### src/sv/gms_pkg.sv
`timescale 1ns / 1ps
// ----------------------------------------------------------------------------
// gms_pkg
// Shared types, sizes and codes for the Gaussian mixture sampler.
// ----------------------------------------------------------------------------
package gms_pkg;

  // table geometry
  localparam int NCOMP  = 8;
  localparam int NDIMS  = 4;
  localparam int COMP_W = 3;
  localparam int DIM_W  = 2;
  localparam int NC_W   = 4;
  localparam int ND_W   = 3;

  // data widths
  localparam int VALUE_W    = 24;
  localparam int NORM_W     = 16;
  localparam int UNIF_W     = 16;
  localparam int WEIGHT_W   = 17;
  localparam int FACTOR_W   = 16;
  localparam int SUM_W      = 20;
  localparam int PROD_W     = 32;
  localparam int ACC_W      = 39;
  localparam int FRAC_SHIFT = 12;
  localparam int QUOT_W     = ACC_W - FRAC_SHIFT;

  // configuration port
  localparam int CFG_IDX_W  = 2;
  localparam int CFG_DATA_W = 4;
  localparam logic [CFG_IDX_W-1:0] CFG_NUM_COMPONENTS = 2'd0;
  localparam logic [CFG_IDX_W-1:0] CFG_NUM_DIMS       = 2'd1;

  // reset values and limits
  localparam logic [WEIGHT_W-1:0]        WEIGHT_RESET = 17'd65536;
  localparam logic [WEIGHT_W-1:0]        WEIGHT_MAX   = 17'd131071;
  localparam logic signed [FACTOR_W-1:0] FACTOR_DIAG  = 16'sd2867;
  localparam logic signed [FACTOR_W-1:0] FACTOR_MAX   = 16'sh7fff;
  localparam logic signed [FACTOR_W-1:0] FACTOR_MIN   = 16'sh8000;
  localparam logic signed [VALUE_W-1:0]  COORD_MAX    = 24'sh7fffff;
  localparam logic signed [VALUE_W-1:0]  COORD_MIN    = 24'sh800000;
  localparam logic signed [ACC_W-1:0]    ROUND_BIAS   = 39'sd2048;

  typedef enum logic [1:0] {
    CMD_LOAD_WEIGHT = 2'd0,
    CMD_LOAD_MEAN   = 2'd1,
    CMD_LOAD_FACTOR = 2'd2,
    CMD_SAMPLE      = 2'd3
  } gms_cmd_t;

  typedef enum logic [1:0] {
    ST_IDLE,
    ST_SEL,
    ST_MAC,
    ST_DONE
  } gms_state_t;

  typedef struct packed {
    gms_cmd_t                    cmd;
    logic [COMP_W-1:0]           component;
    logic [DIM_W-1:0]            row;
    logic [DIM_W-1:0]            col;
    logic signed [VALUE_W-1:0]   value;
    logic [UNIF_W-1:0]           uniform;
    logic signed [NORM_W-1:0]    normal_0;
    logic signed [NORM_W-1:0]    normal_1;
    logic signed [NORM_W-1:0]    normal_2;
    logic signed [NORM_W-1:0]    normal_3;
  } gms_in_t;

  typedef struct packed {
    logic [COMP_W-1:0]           chosen_component;
    logic signed [VALUE_W-1:0]   coord_0;
    logic signed [VALUE_W-1:0]   coord_1;
    logic signed [VALUE_W-1:0]   coord_2;
    logic signed [VALUE_W-1:0]   coord_3;
    logic                        saturated;
  } gms_out_t;

  // control from the sequencer to one dimension lane
  typedef struct packed {
    logic                        load_mean;
    logic                        load_factor;
    logic [COMP_W-1:0]           comp;
    logic [DIM_W-1:0]            col;
    logic signed [VALUE_W-1:0]   value;
    logic                        mac_en;
    logic                        mac_first;
    logic [COMP_W-1:0]           chosen;
    logic [DIM_W-1:0]            step;
  } gms_lane_ctrl_t;

endpackage

### src/sv/gms_select.sv
`timescale 1ns / 1ps
// ----------------------------------------------------------------------------
// gms_select
// Weight table and component selection by running sum of weights.
// ----------------------------------------------------------------------------
module gms_select (
  input  logic                       clk,
  input  logic                       rst_n,
  input  logic                       wr_en,
  input  logic [gms_pkg::COMP_W-1:0] wr_comp,
  input  logic signed [gms_pkg::VALUE_W-1:0] wr_value,
  input  logic [gms_pkg::UNIF_W-1:0] uniform,
  input  logic [gms_pkg::NC_W-1:0]   nc_eff,
  output logic [gms_pkg::COMP_W-1:0] chosen
);
  import gms_pkg::*;

  logic [WEIGHT_W-1:0] weight_r [NCOMP];
  logic [WEIGHT_W-1:0] wr_weight;
  logic [SUM_W-1:0]    cum;
  logic                found;

  // weight load saturates to the unsigned range
  always_comb begin
    if (wr_value[VALUE_W-1]) begin
      wr_weight = '0;
    end else if (wr_value > VALUE_W'(WEIGHT_MAX)) begin
      wr_weight = WEIGHT_MAX;
    end else begin
      wr_weight = wr_value[WEIGHT_W-1:0];
    end
  end

  // weight table
  always_ff @(posedge clk) begin
    if (!rst_n) begin
      for (int c = 0; c < NCOMP; c++) begin
        weight_r[c] <= WEIGHT_RESET;
      end
    end else if (wr_en) begin
      weight_r[wr_comp] <= wr_weight;
    end
  end

  // first component whose running sum reaches the draw, else the last in use
  always_comb begin
    cum    = '0;
    found  = 1'b0;
    chosen = COMP_W'(nc_eff - NC_W'(1));
    for (int c = 0; c < NCOMP - 1; c++) begin
      cum = cum + SUM_W'(weight_r[c]);
      if (!found && (NC_W'(c + 1) < nc_eff) && (SUM_W'(uniform) <= cum)) begin
        found  = 1'b1;
        chosen = COMP_W'(c);
      end
    end
  end

endmodule

### config.mk
export PLATFORM = sky130hd
export DESIGN_NAME = gms_select
export DESIGN_NICKNAME = d
export VERILOG_FILES = /design/src/sv/gms_pkg.sv /design/src/sv/gms_select.sv
export SDC_FILE = /design/constraint.sdc
export NUM_CORES = 1
export LEC_CHECK = 0
export ABC_AREA = 1
export BUFFER_PORTS_ARGS = -buffer_cell sky130_fd_sc_hd__buf_2
export CAP_MARGIN = 20
export CORE_UTILIZATION = 35
export CTS_CLUSTER_DIAMETER = 100
export DETAILED_ROUTE_END_ITERATION = 7
export MAX_ROUTING_LAYER = met4
export PLACE_DENSITY = 0.5
export SKIP_CTS_REPAIR_TIMING = 1
export SYNTH_ARGS = -nofsm -noshare
export SYNTH_HDL_FRONTEND = slang
export SYNTH_SLANG_ARGS = --single-unit
export TNS_END_PERCENT = 10
### constraint.sdc
create_clock -name clk -period 27.6 [get_ports clk]
set_clock_uncertainty 0.15 [all_clocks]
set_input_delay 5.52 -clock clk [delete_from_list [all_inputs] [get_ports clk]]
set_output_delay 5.52 -clock clk [all_outputs]
set_load 0.01 [all_outputs]
; Yosys cells after proc, flatten, opt, wreduce, memory -nomap -nowiden
; Memories as Yosys holds them, arrays and structs flattened.
; Cells that the tools add are included.
[classes]
n_addsub = 7
n_lt_le_gt_ge = 15
mux = 22
n_reduce_logical = 20
[op_table]
columns = op, count
row1 = <= comparator 16 x 20 -> 1 bit, 4
row2 = adder 20 x 17 -> 20 bit, 3
row3 = two-way mux 17 bit, 3
row4 = "> comparator 24 x 17 -> 1 bit, second input constant", 1
row5 = two-way mux 3 bit, 8
row6 = adder 19 x 17 -> 20 bit, 1
row7 = adder 18 x 17 -> 19 bit, 1
row8 = <= comparator 16 x 19 -> 1 bit, 1
row9 = adder 17 x 17 -> 18 bit, 1
row10 = <= comparator 16 x 18 -> 1 bit, 1
row11 = <= comparator 16 x 17 -> 1 bit, 1
row12 = OR reduction 17 bit, 1
row13 = "less-than comparator 3 x 4 -> 1 bit, first input constant", 4
row14 = logical AND 1 bit, 13
row15 = two-way mux 1 bit, 11
row16 = "less-than comparator 2 x 4 -> 1 bit, first input constant", 2
row17 = zero test 1 bit, 6
row18 = "less-than comparator 1 x 4 -> 1 bit, first input constant", 1
row19 = "subtractor 3 x 1 -> 3 bit, second input constant", 1
[word_totals]
reg_bits = 0
ramBits = 136
in_bits = 50
out_inout_bits = 3
elab_cells = 65
mem_count = 1
[mem_list]
columns = memory, depth, word_bits, read_ports, rd_clocked_by_memory_dff, wr, line
row1 = weight_r, 8, 17, 7, 0, 8, gms_select.sv:18  ; logic [WEIGHT_W-1:0] weight_r [NCOMP];

; Longest topological paths before layout
[depth]
depth_word = 27
mapped_depth = 52
depth_no_buf = 52

; Worst setup path after synthesis
; No wires, ideal clock.
[synth_path]
kind = register to output
startpoint = memory weight_r[0][0]
endpoint = output chosen[0] (netlist name)
arrival_ps = 7737
t_required_ps = 21930
setup_slack_ps = 14193
path_stages_with_launch = 50
n_path_buf = 0
cell_sequence = edfxtp_1 -> ha_1 -> inv_1 -> fa_1 -> o21ai_2 -> xor2_1 -> ha_1 -> a21oi_1 -> o21ai_0 -> a31o_2 -> xor2_1 -> inv_1 -> ha_1 -> nand2_1 -> inv_1 -> a21oi_1 -> nand2_1 -> xor2_1 -> [... 14 more ...] -> inv_1 -> ha_1 -> a21oi_1 -> o21ai_0 -> a21oi_1 -> o21ai_1 -> xnor2_1 -> ha_1 -> nand4_1 -> or4_1 -> nand2_1 -> a21oi_1 -> nand2_1 -> inv_1 -> nand3_1 -> o21bai_2 -> nand2_1 -> nand2_1
[synth_rtl]
columns = element, line
row1 = from (decl), gms_select.sv:18
row2 = to (decl), gms_select.sv:14  ; output logic [gms_pkg::COMP_W-1:0] chosen

==> impl_metrics.xml <==
<?xml version="1.0" encoding="UTF-8"?>
<metrics>
  <group name="timing">
    <metric name="layout_worst_path_cycle_share" unit="%">55.71</metric>
    <metric name="rsz0062_at_grt" unit="">no</metric>
    <metric name="timing.setup.tns" unit="ns">0</metric>
    <metric name="final-hold-violation-count" unit="">0</metric>
    <metric name="maxSlewHeadroom" unit="%">42.27</metric>
    <metric name="setup_viol" unit="">0</metric>
    <metric name="final_period_minus_worst_setup_slack" unit="ns">15.37</metric>
    <metric name="upper_clock_frequency_limit" unit="MHz">65.04</metric>
    <metric name="timing_worst_slew_pin_value" unit="ns">0.8602</metric>
    <metric name="report.final.slew_viol_count" unit="">0</metric>
    <metric name="worst_hold_slack" unit="ns">5.353</metric>
  </group>
  <group name="synthesis">
    <metric name="netlist_area" unit="sq um">12520</metric>
    <metric name="synthesis.nets" unit="">1876</metric>
    <metric name="synthCells" unit="">1598</metric>
    <metric name="post_synth_most_frequent_cells" unit="">nand2_1, inv_1, ha_1</metric>
    <metric name="post_synth_main_area_contributors" unit="">edfxtp_1, ha_1, nand2_1, inv_1, nor2_1</metric>
    <metric name="yosysTopAreaCell" unit="">edfxtp_1</metric>
    <metric name="post-synth-top-area-fraction" unit="%">28.54</metric>
    <metric name="number_of_synthesized_flops_with_an_enable_pin" unit="">119</metric>
    <metric name="syn-mean-instance-area" unit="sq um">7.835</metric>
    <metric name="synth.ff_latch_count" unit="">119</metric>
    <metric name="asyncSetResetFlopFracSynth" unit="%">0</metric>
    <metric name="postSynth.topFlopCell" unit="">edfxtp_1</metric>
    <metric name="yosysSeqAreaShare" unit="%">28.54</metric>
    <metric name="yosys.cell_types.count" unit="">51</metric>
    <metric name="synthMostInstantiatedCell" unit="">nand2_1</metric>
    <metric name="synth.yosys.warnings" unit="">0</metric>
  </group>
  <group name="cells_and_area">
    <metric name="antennaDiodeCount" unit="">0</metric>
    <metric name="design.final.nets" unit="">1937</metric>
    <metric name="total_of_fill_cells_in_the_finished_design" unit="">3723</metric>
    <metric name="final_layout_size_suffix_gt1_share" unit="%">7.835</metric>
    <metric name="layout_top_registers" unit="">weight_r: 119 flops</metric>
    <metric name="max_flop_register" unit="">weight_r</metric>
    <metric name="area_growth_syn_to_layout" unit="%">10.88</metric>
    <metric name="final_cells" unit="">2127</metric>
    <metric name="max_reg_flops" unit="">119</metric>
  </group>
  <group name="cts">
    <metric name="cts.reportedPaths.clkPinSlew" unit="ns">0.07</metric>
    <metric name="total_clock_sinks" unit="">119</metric>
    <metric name="tritoncts_buffers" unit="">17</metric>
    <metric name="h-tree-depth" unit="">4</metric>
    <metric name="clock_path_buffers" unit="">2</metric>
    <metric name="ctsRootBufferMaster" unit="">clkbuf_16</metric>
    <metric name="cts_tree" unit="">yes</metric>
  </group>
  <group name="die">
    <metric name="placement_rows" unit="">68</metric>
    <metric name="boundaryPins" unit="">53</metric>
    <metric name="initial_utilization" unit="%">35.89</metric>
    <metric name="floorplan.die.width" unit="microns">191.1</metric>
    <metric name="core_area" unit="sq um">34880</metric>
    <metric name="full_die_area" unit="sq um">36530</metric>
    <metric name="chipHeight" unit="microns">191.1</metric>
  </group>
  <group name="worst_setup_path">
    <metric name="max_stage_delay" unit="ns">0.54</metric>
    <metric name="arrival" unit="ns">9.70</metric>
    <metric name="critPathRequiredTime" unit="ns">21.93</metric>
    <metric name="end_kind" unit="">output port</metric>
    <metric name="timing.critical_path.slowest_stage_cell" unit="">or4_1</metric>
    <metric name="crit_path_start_kind" unit="">flop</metric>
    <metric name="critical_path.max_fanout" unit="">5</metric>
    <metric name="critical_path_class" unit="">flop to output port</metric>
  </group>
  <group name="outcome">
    <metric name="status" unit="">completed</metric>
  </group>
  <group name="global_route">
    <metric name="grt.total_usage" unit="%">20.36</metric>
    <metric name="grt_first_pass_wirelength" unit="microns">55130</metric>
    <metric name="grt_antenna_before_repair" unit="">0</metric>
    <metric name="grt_pass1_vias" unit="">10815</metric>
    <metric name="grt_start_max_net_pins" unit="">18</metric>
    <metric name="grt_remaining_overflow" unit="">0</metric>
  </group>
  <group name="routing">
    <metric name="top_signal_layer_used" unit="">met4</metric>
    <metric name="detail_route.wirelength.met1" unit="microns">15960</metric>
    <metric name="dr_wl_met3" unit="microns">585</metric>
    <metric name="drc_errors" unit="">0</metric>
    <metric name="avgViaCountPerCell" unit="">4.976</metric>
    <metric name="wl_per_cell" unit="microns">16.20</metric>
    <metric name="dr_wl_met2" unit="microns">17220</metric>
    <metric name="drtPass1Iterations" unit="">4</metric>
    <metric name="totalWireLength" unit="microns">34450</metric>
    <metric name="number_of_drc_markers_after_the_initial_detailed_route_iteration" unit="">321</metric>
    <metric name="drtAntennaViolNets" unit="">0</metric>
    <metric name="routed-via-count" unit="">10584</metric>
  </group>
  <group name="place">
    <metric name="place_congestion" unit="">0.9027</metric>
    <metric name="portbufs" unit="">52</metric>
    <metric name="post_detail_place_hpwl" unit="microns">29890</metric>
    <metric name="place_inst" unit="">2095</metric>
  </group>
  <group name="worst_hold_path">
    <metric name="hold_path_startpoint" unit="">wr_comp[2]</metric>
    <metric name="worstHoldPathType" unit="">primary input to flop</metric>
    <metric name="endpoint_of_the_worst_hold_path" unit="">weight_r[3][16]</metric>
    <metric name="worst_hold_path.num_cells" unit="">5</metric>
  </group>
  <group name="flow_run">
    <metric name="maxCapViolCount" unit="">0</metric>
  </group>
</metrics>
layout by cell type (no fill, tap or decap), types with 17 or more instances in the layout:
master | synthesis | routed
xnor2_1 | 35 | 35
nor2_1 | 186 | 186
o21ai_0 | 46 | 46
o21ai_1 | 20 | 20
nand3_1 | 63 | 63
xor2_1 | 50 | 50
o21bai_1 | 17 | 17
a21oi_1 | 130 | 130
clkbuf_16 | 0 | 17
nand2_1 | 310 | 310
buf_2 | 0 | 52
ha_1 | 222 | 222
inv_1 | 224 | 224
nand4_1 | 21 | 21
edfxtp_1 | 119 | 119
worst max path at each step:
stage                   startpoint   endpoint  slack, ns  cells after the start
CTS                 weight_r[0][0]  chosen[0]      12.11                     50
floorplan           weight_r[0][0]  chosen[0]      14.19                     49
finish              weight_r[0][0]  chosen[0]      12.23                     50
detailed placement  weight_r[0][0]  chosen[0]      12.63                     50
global route        weight_r[0][0]  chosen[0]      11.31                     50
global placement    weight_r[0][0]  chosen[0]      12.69                     50
layer usage:
layer,vias up,track usage (%)
met5,-,-
met2,117,36.82
met4,0,5.189
met1,4877,23.60
li1,5550,-
met3,40,2.589
per-stage QoR:
step,instance area (sq um),setup WS [ns],utilization [%]
finish,13880,12.23,39.80
CTS,13880,12.11,39.80
detailed placement,13310,12.63,38.16
global placement,13310,12.69,38.16
global route,13880,11.31,39.80
floorplan,12520,14.19,-
worst max-delay path, delay by kind of cell (launching register included):
kind                       cells  cell delay (ns)
DFF                            1             0.35
xor gates and xnor gates       6             1.30
buffers and inverters          8             0.60
adders and majority gates      8             2.58
and+or+nand+nor               11             1.58
AOI/OAI and AO/OA             17             2.85
area by class of cell:
| cell class | count | area (sq um) | share of cell area, % |
|---|---|---|---|
| Clock buffer | 17 | 425.4 | 3.064 |
| Clock inverter | 15 | 145.1 | 1.045 |
| Inverter | 234 | 878.3 | 6.327 |
| Multi-Input combinational cell | 1235 | 8031 | 57.85 |
| Sequential cell | 119 | 3573 | 25.74 |
| Tap cell | 455 | 569.3 | 4.101 |
| Timing Repair Buffer | 52 | 260.3 | 1.875 |
kinds of logic after synthesis:
kind of cell    count (synthesis)  synth area share, %
compound gates                285                13.30
xor+xnor                       85                5.946
fa+ha+maj                     228                23.14
simple gates                  637                21.75
buf+inv                       244                7.315
flops                         119                28.54
Power is not shown: default switching activity piles up to over one toggle a cycle in this logic, so the estimate is an artifact.
