`src/sv/gms_pkg.sv`:
```
`timescale 1ns / 1ps
// ----------------------------------------------------------------------------
// gms_pkg
// Shared types, sizes and codes for the Gaussian mixture sampler.
// ----------------------------------------------------------------------------
package gms_pkg;

  // table geometry
  localparam int NCOMP  = 8;
  localparam int NDIMS  = 4;
  localparam int COMP_W = 3;
  localparam int DIM_W  = 2;
  localparam int NC_W   = 4;
  localparam int ND_W   = 3;

  // data widths
  localparam int VALUE_W    = 24;
  localparam int NORM_W     = 16;
  localparam int UNIF_W     = 16;
  localparam int WEIGHT_W   = 17;
  localparam int FACTOR_W   = 16;
  localparam int SUM_W      = 20;
  localparam int PROD_W     = 32;
  localparam int ACC_W      = 39;
  localparam int FRAC_SHIFT = 12;
  localparam int QUOT_W     = ACC_W - FRAC_SHIFT;

  // configuration port
  localparam int CFG_IDX_W  = 2;
  localparam int CFG_DATA_W = 4;
  localparam logic [CFG_IDX_W-1:0] CFG_NUM_COMPONENTS = 2'd0;
  localparam logic [CFG_IDX_W-1:0] CFG_NUM_DIMS       = 2'd1;

  // reset values and limits
  localparam logic [WEIGHT_W-1:0]        WEIGHT_RESET = 17'd65536;
  localparam logic [WEIGHT_W-1:0]        WEIGHT_MAX   = 17'd131071;
  localparam logic signed [FACTOR_W-1:0] FACTOR_DIAG  = 16'sd2867;
  localparam logic signed [FACTOR_W-1:0] FACTOR_MAX   = 16'sh7fff;
  localparam logic signed [FACTOR_W-1:0] FACTOR_MIN   = 16'sh8000;
  localparam logic signed [VALUE_W-1:0]  COORD_MAX    = 24'sh7fffff;
  localparam logic signed [VALUE_W-1:0]  COORD_MIN    = 24'sh800000;
  localparam logic signed [ACC_W-1:0]    ROUND_BIAS   = 39'sd2048;

  typedef enum logic [1:0] {
    CMD_LOAD_WEIGHT = 2'd0,
    CMD_LOAD_MEAN   = 2'd1,
    CMD_LOAD_FACTOR = 2'd2,
    CMD_SAMPLE      = 2'd3
  } gms_cmd_t;

  typedef enum logic [1:0] {
    ST_IDLE,
    ST_SEL,
    ST_MAC,
    ST_DONE
  } gms_state_t;

  typedef struct packed {
    gms_cmd_t                    cmd;
    logic [COMP_W-1:0]           component;
    logic [DIM_W-1:0]            row;
    logic [DIM_W-1:0]            col;
    logic signed [VALUE_W-1:0]   value;
    logic [UNIF_W-1:0]           uniform;
    logic signed [NORM_W-1:0]    normal_0;
    logic signed [NORM_W-1:0]    normal_1;
    logic signed [NORM_W-1:0]    normal_2;
    logic signed [NORM_W-1:0]    normal_3;
  } gms_in_t;

  typedef struct packed {
    logic [COMP_W-1:0]           chosen_component;
    logic signed [VALUE_W-1:0]   coord_0;
    logic signed [VALUE_W-1:0]   coord_1;
    logic signed [VALUE_W-1:0]   coord_2;
    logic signed [VALUE_W-1:0]   coord_3;
    logic                        saturated;
  } gms_out_t;

  // control from the sequencer to one dimension lane
  typedef struct packed {
    logic                        load_mean;
    logic                        load_factor;
    logic [COMP_W-1:0]           comp;
    logic [DIM_W-1:0]            col;
    logic signed [VALUE_W-1:0]   value;
    logic                        mac_en;
    logic                        mac_first;
    logic [COMP_W-1:0]           chosen;
    logic [DIM_W-1:0]            step;
  } gms_lane_ctrl_t;

endpackage

```
`src/sv/gms_lane.sv`:
```
`timescale 1ns / 1ps
// ----------------------------------------------------------------------------
// gms_lane
// One output dimension: mean and factor-row store, serial multiply-accumulate
// and rounding to Q12.12 with saturation.
// ----------------------------------------------------------------------------
module gms_lane (
  input  logic                            clk,
  input  logic                            rst_n,
  input  logic [gms_pkg::DIM_W-1:0]       lane_idx,
  input  gms_pkg::gms_lane_ctrl_t         ctrl,
  input  logic signed [gms_pkg::NORM_W-1:0]  normal,
  output logic signed [gms_pkg::VALUE_W-1:0] coord,
  output logic                            sat
);
  import gms_pkg::*;

  logic signed [VALUE_W-1:0]  mean_r   [NCOMP];
  logic signed [FACTOR_W-1:0] factor_r [NCOMP][NDIMS];
  logic signed [FACTOR_W-1:0] wr_factor;
  logic signed [PROD_W-1:0]   prod;
  logic signed [ACC_W-1:0]    mean_ext;
  logic signed [ACC_W-1:0]    acc_r;
  logic signed [ACC_W-1:0]    acc_nxt;
  logic signed [ACC_W-1:0]    rnd;
  logic signed [QUOT_W-1:0]   quot;

  // factor load saturates to 16 bits
  always_comb begin
    if (ctrl.value > VALUE_W'(FACTOR_MAX)) begin
      wr_factor = FACTOR_MAX;
    end else if (ctrl.value < VALUE_W'(FACTOR_MIN)) begin
      wr_factor = FACTOR_MIN;
    end else begin
      wr_factor = ctrl.value[FACTOR_W-1:0];
    end
  end

  // mean store for this dimension
  always_ff @(posedge clk) begin
    if (!rst_n) begin
      for (int c = 0; c < NCOMP; c++) begin
        mean_r[c] <= '0;
      end
    end else if (ctrl.load_mean) begin
      mean_r[ctrl.comp] <= ctrl.value;
    end
  end

  // factor row store for this dimension, diagonal entry set at reset
  always_ff @(posedge clk) begin
    if (!rst_n) begin
      for (int c = 0; c < NCOMP; c++) begin
        for (int m = 0; m < NDIMS; m++) begin
          factor_r[c][m] <= (DIM_W'(m) == lane_idx) ? FACTOR_DIAG : '0;
        end
      end
    end else if (ctrl.load_factor) begin
      factor_r[ctrl.comp][ctrl.col] <= wr_factor;
    end
  end

  // one product per cycle, first step starts from the scaled mean
  always_comb begin
    prod     = factor_r[ctrl.chosen][ctrl.step] * normal;
    mean_ext = {{(ACC_W-VALUE_W-FRAC_SHIFT){mean_r[ctrl.chosen][VALUE_W-1]}},
                mean_r[ctrl.chosen], {FRAC_SHIFT{1'b0}}};
    acc_nxt  = (ctrl.mac_first ? mean_ext : acc_r)
             + {{(ACC_W-PROD_W){prod[PROD_W-1]}}, prod};
  end

  always_ff @(posedge clk) begin
    if (ctrl.mac_en) begin
      acc_r <= acc_nxt;
    end
  end

  // round half up, then clip to 24 bits
  always_comb begin
    rnd  = acc_r + ROUND_BIAS;
    quot = rnd[ACC_W-1:FRAC_SHIFT];
    if (quot > QUOT_W'(COORD_MAX)) begin
      coord = COORD_MAX;
      sat   = 1'b1;
    end else if (quot < QUOT_W'(COORD_MIN)) begin
      coord = COORD_MIN;
      sat   = 1'b1;
    end else begin
      coord = quot[VALUE_W-1:0];
      sat   = 1'b0;
    end
  end

endmodule

```
`config.mk`:
```
export PLATFORM = sky130hd
export DESIGN_NAME = gms_lane
export DESIGN_NICKNAME = d
export VERILOG_FILES = /design/src/sv/gms_pkg.sv /design/src/sv/gms_lane.sv
export SDC_FILE = /design/constraint.sdc
export NUM_CORES = 2
export LEC_CHECK = 0
export ABC_AREA = 1
export ABC_CLOCK_PERIOD_IN_PS = 17500
export BUFFER_PORTS_ARGS = -buffer_cell sky130_fd_sc_hd__buf_2
export CAP_MARGIN = 20
export CORE_UTILIZATION = 35
export CTS_CLUSTER_SIZE = 20
export DETAILED_ROUTE_END_ITERATION = 7
export SETUP_SLACK_MARGIN = 0.5
export SLEW_MARGIN = 10
export SYNTH_ARGS = -nofsm -noshare
export SYNTH_HDL_FRONTEND = slang
export SYNTH_SLANG_ARGS = --single-unit
```
`constraint.sdc`:
```
create_clock -name clk -period 17.5 [get_ports clk]
set_input_delay 1.75 -clock clk [delete_from_list [all_inputs] [get_ports clk]]
set_output_delay 1.75 -clock clk [all_outputs]
set_load 0.01 [all_outputs]
```
# --- After elaboration in Yosys (flattened, before gate mapping) ---
# Memory sizes are Yosys's and may differ from the RTL's.
# Index checks and enable logic that the tools add are counted.
totals:
  wordCells: 51
  output_inout_bits: 25
  register_bits: 39
  inputBits: 58
  mem_count: 2
  mem_bits_rw: 704
op_classes:
  n_mux: 29
  n_bitwise: 2
  mul: 1
  n_reduce_logical: 4
  n_lt_le_gt_ge: 7
  addsub: 2
  eq_ne: 3
mem_list:
  columns: ["name", "depth", "word_bits", "rd", "rd_clocked_by_memory_dff", "write_ports", "line_no", "source"]
  rows:
  - ["factor_r", 8, 64, 1, 0, 8, "gms_lane.sv:19", "logic signed [FACTOR_W-1:0] factor_r [NCOMP][NDIMS];"]
  - ["mean_r", 8, 24, 1, 0, 8, "gms_lane.sv:18", "logic signed [VALUE_W-1:0] mean_r [NCOMP];"]
op_table:
  columns: ["cell", "n"]
  rows:
  - ["$mux 64", 3]
  - ["$mux 16", 5]
  - ["$mux 24", 3]
  - ["$reduce_or 64->1", 1]
  - ["$mux 12", 4]
  - ["$add 39x13->39 const B", 1]
  - ["$add 39x39->39", 1]
  - ["$mux 39", 1]
  - ["$bmux 16 s2", 1]
  - ["$demux 16 s2", 1]
  - ["$mul 16x16->32", 1]
  - ["$gt 27x24->1 const B", 1]
  - ["$lt 27x24->1 const B", 1]
  - ["$gt 24x16->1 const B", 1]
  - ["$lt 24x16->1 const B", 1]
  - ["$reduce_or 24->1", 1]
  - ["$mux 1", 9]
  - ["$ge 3x3->1 const B", 2]
  - ["$mux 3", 2]
  - ["$not 2->3", 2]
  - ["$eq 2x2->1 const A", 2]
  - ["$lt 3x1->1 const B", 1]
  - ["$eq 1x2->1 const A", 1]
  - ["$logic_not 2->1", 1]
  - ["$logic_and 1x1->1", 1]

# --- Longest topological paths before layout ---
depth:
  word_depth: 8
  depth_mapped: 46
  mapped_depth_nobuf: 42

# --- Worst setup path before layout ---
# OpenSTA, ideal clock, no wires.
synth_path:
  kind: "input-to-reg"
  from: "in ctrl[3] in the netlist's numbering"
  to: "reg acc_r[38] (data pin)"
  path_slack_ns: 7.863
  setup_time_ns: 0.253
  arrival_ns: 9.384
  cell_stages: 42
  path_buffers: 3
  t_required_ns: 17.247
  cell_sequence: "clkbuf_1 > clkbuf_1 > clkbuf_1 > o21ai_0 > o221ai_1 > nand3_1 > o211ai_1 > nand2_1 > inv_1 > nand2_1 > fa_1 > inv_1 > fa_1 > inv_1 > fa_1 > inv_1 > fa_1 > fa_1 > [6 not listed] > nand2_1 > inv_1 > nand2_1 > nand3_1 > a21oi_1 > inv_1 > nand2_1 > nand2_1 > a21oi_1 > o21ai_0 > xor2_1 > ha_1 > nand4_1 > or2_2 > o21bai_1 > nand3_1 > nand4_1 > nand2_1"
synth_between:
  elab_chain_len: 6
  word_cells_on_any_way: 8
  classes_between: "add/sub (1); mul (1); mux (4); memory (2)"
synth_rtl:
  columns: ["item", "line_no", "source"]
  rows:
  - ["from (decl)", "gms_lane.sv:11", "input gms_pkg::gms_lane_ctrl_t ctrl,"]
  - ["$mem_v2 8x64", null, null]
  - ["$bmux 16 s2", "gms_lane.sv:65", "prod = factor_r[ctrl.chosen][ctrl.step] * normal;"]
  - ["$mux 16 (not written as such) (2 in series)", "gms_lane.sv:65", null]
  - ["$mul 16x16->32", "gms_lane.sv:65", null]
  - ["$add 39x39->39 (*)", "gms_lane.sv:69", "+ {{(ACC_W-PROD_W){prod[PROD_W-1]}}, prod};"]
  - ["named net acc_nxt[38]", "gms_lane.sv:24", "logic signed [ACC_W-1:0] acc_nxt;"]
  - ["to (signal assigned)", "gms_lane.sv:74", "acc_r <= acc_nxt;"]
  - ["to (decl)", "gms_lane.sv:23", "logic signed [ACC_W-1:0] acc_r;"]
# Mark *: on every way through the listed nets, which the timed path passes. The rest lies on a longest branch. The select of a mux whose other input is x is not followed.
# A chain may end at the register's enable or synchronous reset.

# --- Final worst setup path ---
layout_path:
  from: "in ctrl[2] in the netlist's numbering"
  to: "reg acc_r[38] (data pin)"
# The elaborated chain is that of the path after synthesis.

==> impl_metrics.csv <==
group,metric,value,unit
synth,async_reset_ff_share,0,%
detailed_routing,ant_nets,0,
detailed_routing,first_pass_iters,7,
grt,grt_pass1_vias,34100,
worst_setup_path,rr_endpoint,"acc_r[38]$_DFFE_PP_",
worst_setup_path,setup.worst_path.end,"acc_r[38]$_DFFE_PP_",
floorplan,die_h,362,um
timing,rsz0062_at_grt,"false",
clock_network,clock_sinks,743,
timing,drv_slew,0,
cells_and_area,area_delta_synth_final,10.1,%
worst_setup_path,endpoint_kind,"register",
floorplan,dieArea,131000,um2
timing,fin_skew,33.2,ps
synth,synth_top_cells_by_area,"edfxtp_1 49%, fa_1 12%, nor2_1 8.2%",
synth,synthCells,4695,
worst_hold_path,hp-class,"reg -> reg",
floorplan,initial_utilization,35.4,%
floorplan,ioPinCount,83,
synth,synth_edf_count,743,
clock_network,cts_tree,"built",
detailed_routing,drt_iter0_drc,3910,
place,gp_congestion,0.915,
clock_network,hold_buffers,0,
grt,grt_max_degree,182,
synth,yosys_warnings,0,
timing,finalSetupViolCount,0,
synth,ys_seq_area_share,49.2,%
floorplan,die_w,362,um
timing,setup-tns-final,0,ps
clock_network,cts.repair.resized,0,
worst_setup_path,r2r_slack,8030,ps
clock_network,cts_root_buf,"clkbuf_16",
worst_setup_path,path_common_cell,"fa_1",
synth,synth_fa_ha_area_share,14.9,%
worst_setup_path,r2r-start,"factor_r[1][34]$_SDFFCE_PN0P_",
cells_and_area,final_nets,5077,
synth,synthMuxAreaShare,0,%
worst_setup_path,crit_slowest_cell,"buf_4",
synth,post_synth_num_cell_types,51,
synth,synth_common_cells,"994 x nor2_1, 743 x edfxtp_1, 563 x nand2_1",
status,status,"complete, no violations",
timing,hold_violations,0,
synth,yosysMostFrequentCell,"nor2_1",
clock_network,postCtsSetupBuffers,0,
floorplan,rows,131,
worst_setup_path,worstPathMaxFanout,181,
place,port_buffers,82,
synth,synth-compound-area-share,12.4,%
grt,antenna_found_initial,4,
grt,grt_remaining_overflow,0,
worst_setup_path,critPathLaunch,"ctrl[2]",
synth,synth_top_cell_by_area,"edfxtp_1",
detailed_routing,routed_wirelength,138,mm
synth,syn_area,45300,um2
synth,yosys_register_bits,743,
worst_setup_path,worstPathRequired,17920,ps
worst_setup_path,critical_path_arrival,12710,ps
worst_setup_path,cp-start-kind,"input pin",
detailed_routing,vias,35000,
clock_network,clockBufferDepth,3,
detailed_routing,wl_per_cell,21.5,um
synth,synth_xor_area_share,1.70,%
worst_setup_path,slowest_delay,980,ps
cells_and_area,drive_above_1_share,6.72,%
clock_network,insertion_delay,680,ps
detailed_routing,drc_errors,0,
synth,syn-num-nets,5136,
cells_and_area,antenna_cells,0,
worst_setup_path,worstSetupPathType,"in -> reg",
clock_network,cts_buffers,80,
floorplan,core,128000,um2
grt,grt_use_total,21.0,%
timing,worstMarginPinSlew,1150,ps
timing,relSlewSlack,23.3,%
grt,grt_pass1_wl,210,mm
synth,avgSynthCellArea,9.66,um2
synth,synth_top_family_by_area,"simple AND/OR/NAND/NOR gates",
synth,synth_top_cell_area_share,49.2,%
worst_setup_path,worstRegToRegCells,32,
place,hpwlAfterDp,89.5,mm
clock_network,cts_htree_levels,3,
timing,timing.final.crit_share,70.2,%
clock_network,clkSlewWorstSetupHoldPaths,60,ps
timing,min_period,12290,ps
run,cap_violations,0,
timing,fmax,81.4,MHz
synth,post_synth_and_or_nand_nor_area_fraction,15.2,%
detailed_routing,avgViaCountPerCell,5.44,
synth,ys.flop_type,"edfxtp_1",
==> final cells by class <==
class	instances	area [um2]
Clock buffer	97	2070
Clock inverter	49	465
Fill cell	12600	78100
Inverter	487	1840
Multi-Input combinational cell	3185	20200
Sequential cell	743	22300
Tap cell	1729	2160
Timing Repair Buffer	139	873
==> cells by family after synthesis <==
group                    after synthesis
adder cells (fa/ha/maj)              383
AND/OR/NAND/NOR                     1750
buffers and inverters                767
XOR/XNOR                              87
AO/OA/AOI/OAI                        965
flip-flops                           743
==> sequential cells by signal, summed over array words and instances, names as in the netlist <==
signal    count
factor_r    512
mean_r      192
acc_r        39
==> through the flow <==
step	util (%)	std cells	setup slack, ps	hold slack (ps)	instance area (um2)
finish	39.0	6429	5210	655	49900
global route	39.0	6429	4330	706	49900
CTS	39.0	6427	5370	667	49900
detailed placement	37.0	6281	4680	651	47400
global placement	37.0	6281	4710	640	47400
floorplan	-	4695	7860	624	45300
==> worst max-delay path: cells and delay by family <==
| family | cells | cell delay, ps |
|---|---|---|
| adder cells (fa/ha/maj) | 8 | 3990 |
| buffers and inverters | 8 | 2700 |
| AND/OR/NAND/NOR | 12 | 2630 |
| AO/OA/AOI/OAI | 6 | 1320 |
| XOR/XNOR | 1 | 150 |
==> worst min path at each step <==
stage	start	to	slack (ps)	cells past startpoint
final	acc_r[0]$_DFFE_PP_	acc_r[0]$_DFFE_PP_	650	3
after global routing	acc_r[0]$_DFFE_PP_	acc_r[0]$_DFFE_PP_	710	3
after CTS	acc_r[0]$_DFFE_PP_	acc_r[0]$_DFFE_PP_	670	3
after detailed placement	acc_r[0]$_DFFE_PP_	acc_r[0]$_DFFE_PP_	650	3
after global placement	acc_r[0]$_DFFE_PP_	acc_r[0]$_DFFE_PP_	640	3
after floorplan	acc_r[0]$_DFFE_PP_	acc_r[0]$_DFFE_PP_	620	3
==> routing by layer <==
metal	vias up	GRT usage, %	part of all wire, %
li1	15700	-	-
met2	1565	33.2	46
met4	2	6.97	3.1
met5	-	0	0.0094
met3	252	3.48	8.5
met1	17400	29.1	42
==> cell usage in the layout, fill, tap and decap left out, types with 21 or more instances in the layout <==
| cell | instances |
|---|---|
| nor2_1 | 994 |
| edfxtp_1 | 743 |
| nand2_1 | 562 |
| o21ai_0 | 546 |
| inv_1 | 477 |
| fa_1 | 263 |
| a21oi_1 | 145 |
| nand3_1 | 128 |
| ha_1 | 120 |
| o221ai_1 | 98 |
| clkbuf_16 | 80 |
| buf_2 | 79 |
| xor2_1 | 57 |
| buf_4 | 57 |
| o22ai_1 | 39 |
| xnor2_1 | 29 |
| a221oi_1 | 26 |
| o21ai_2 | 26 |
| nor3_1 | 21 |
Power is left out: the tool's default activity adds up to more than one toggle a clock period on the data nets, which glitch-free logic cannot reach.
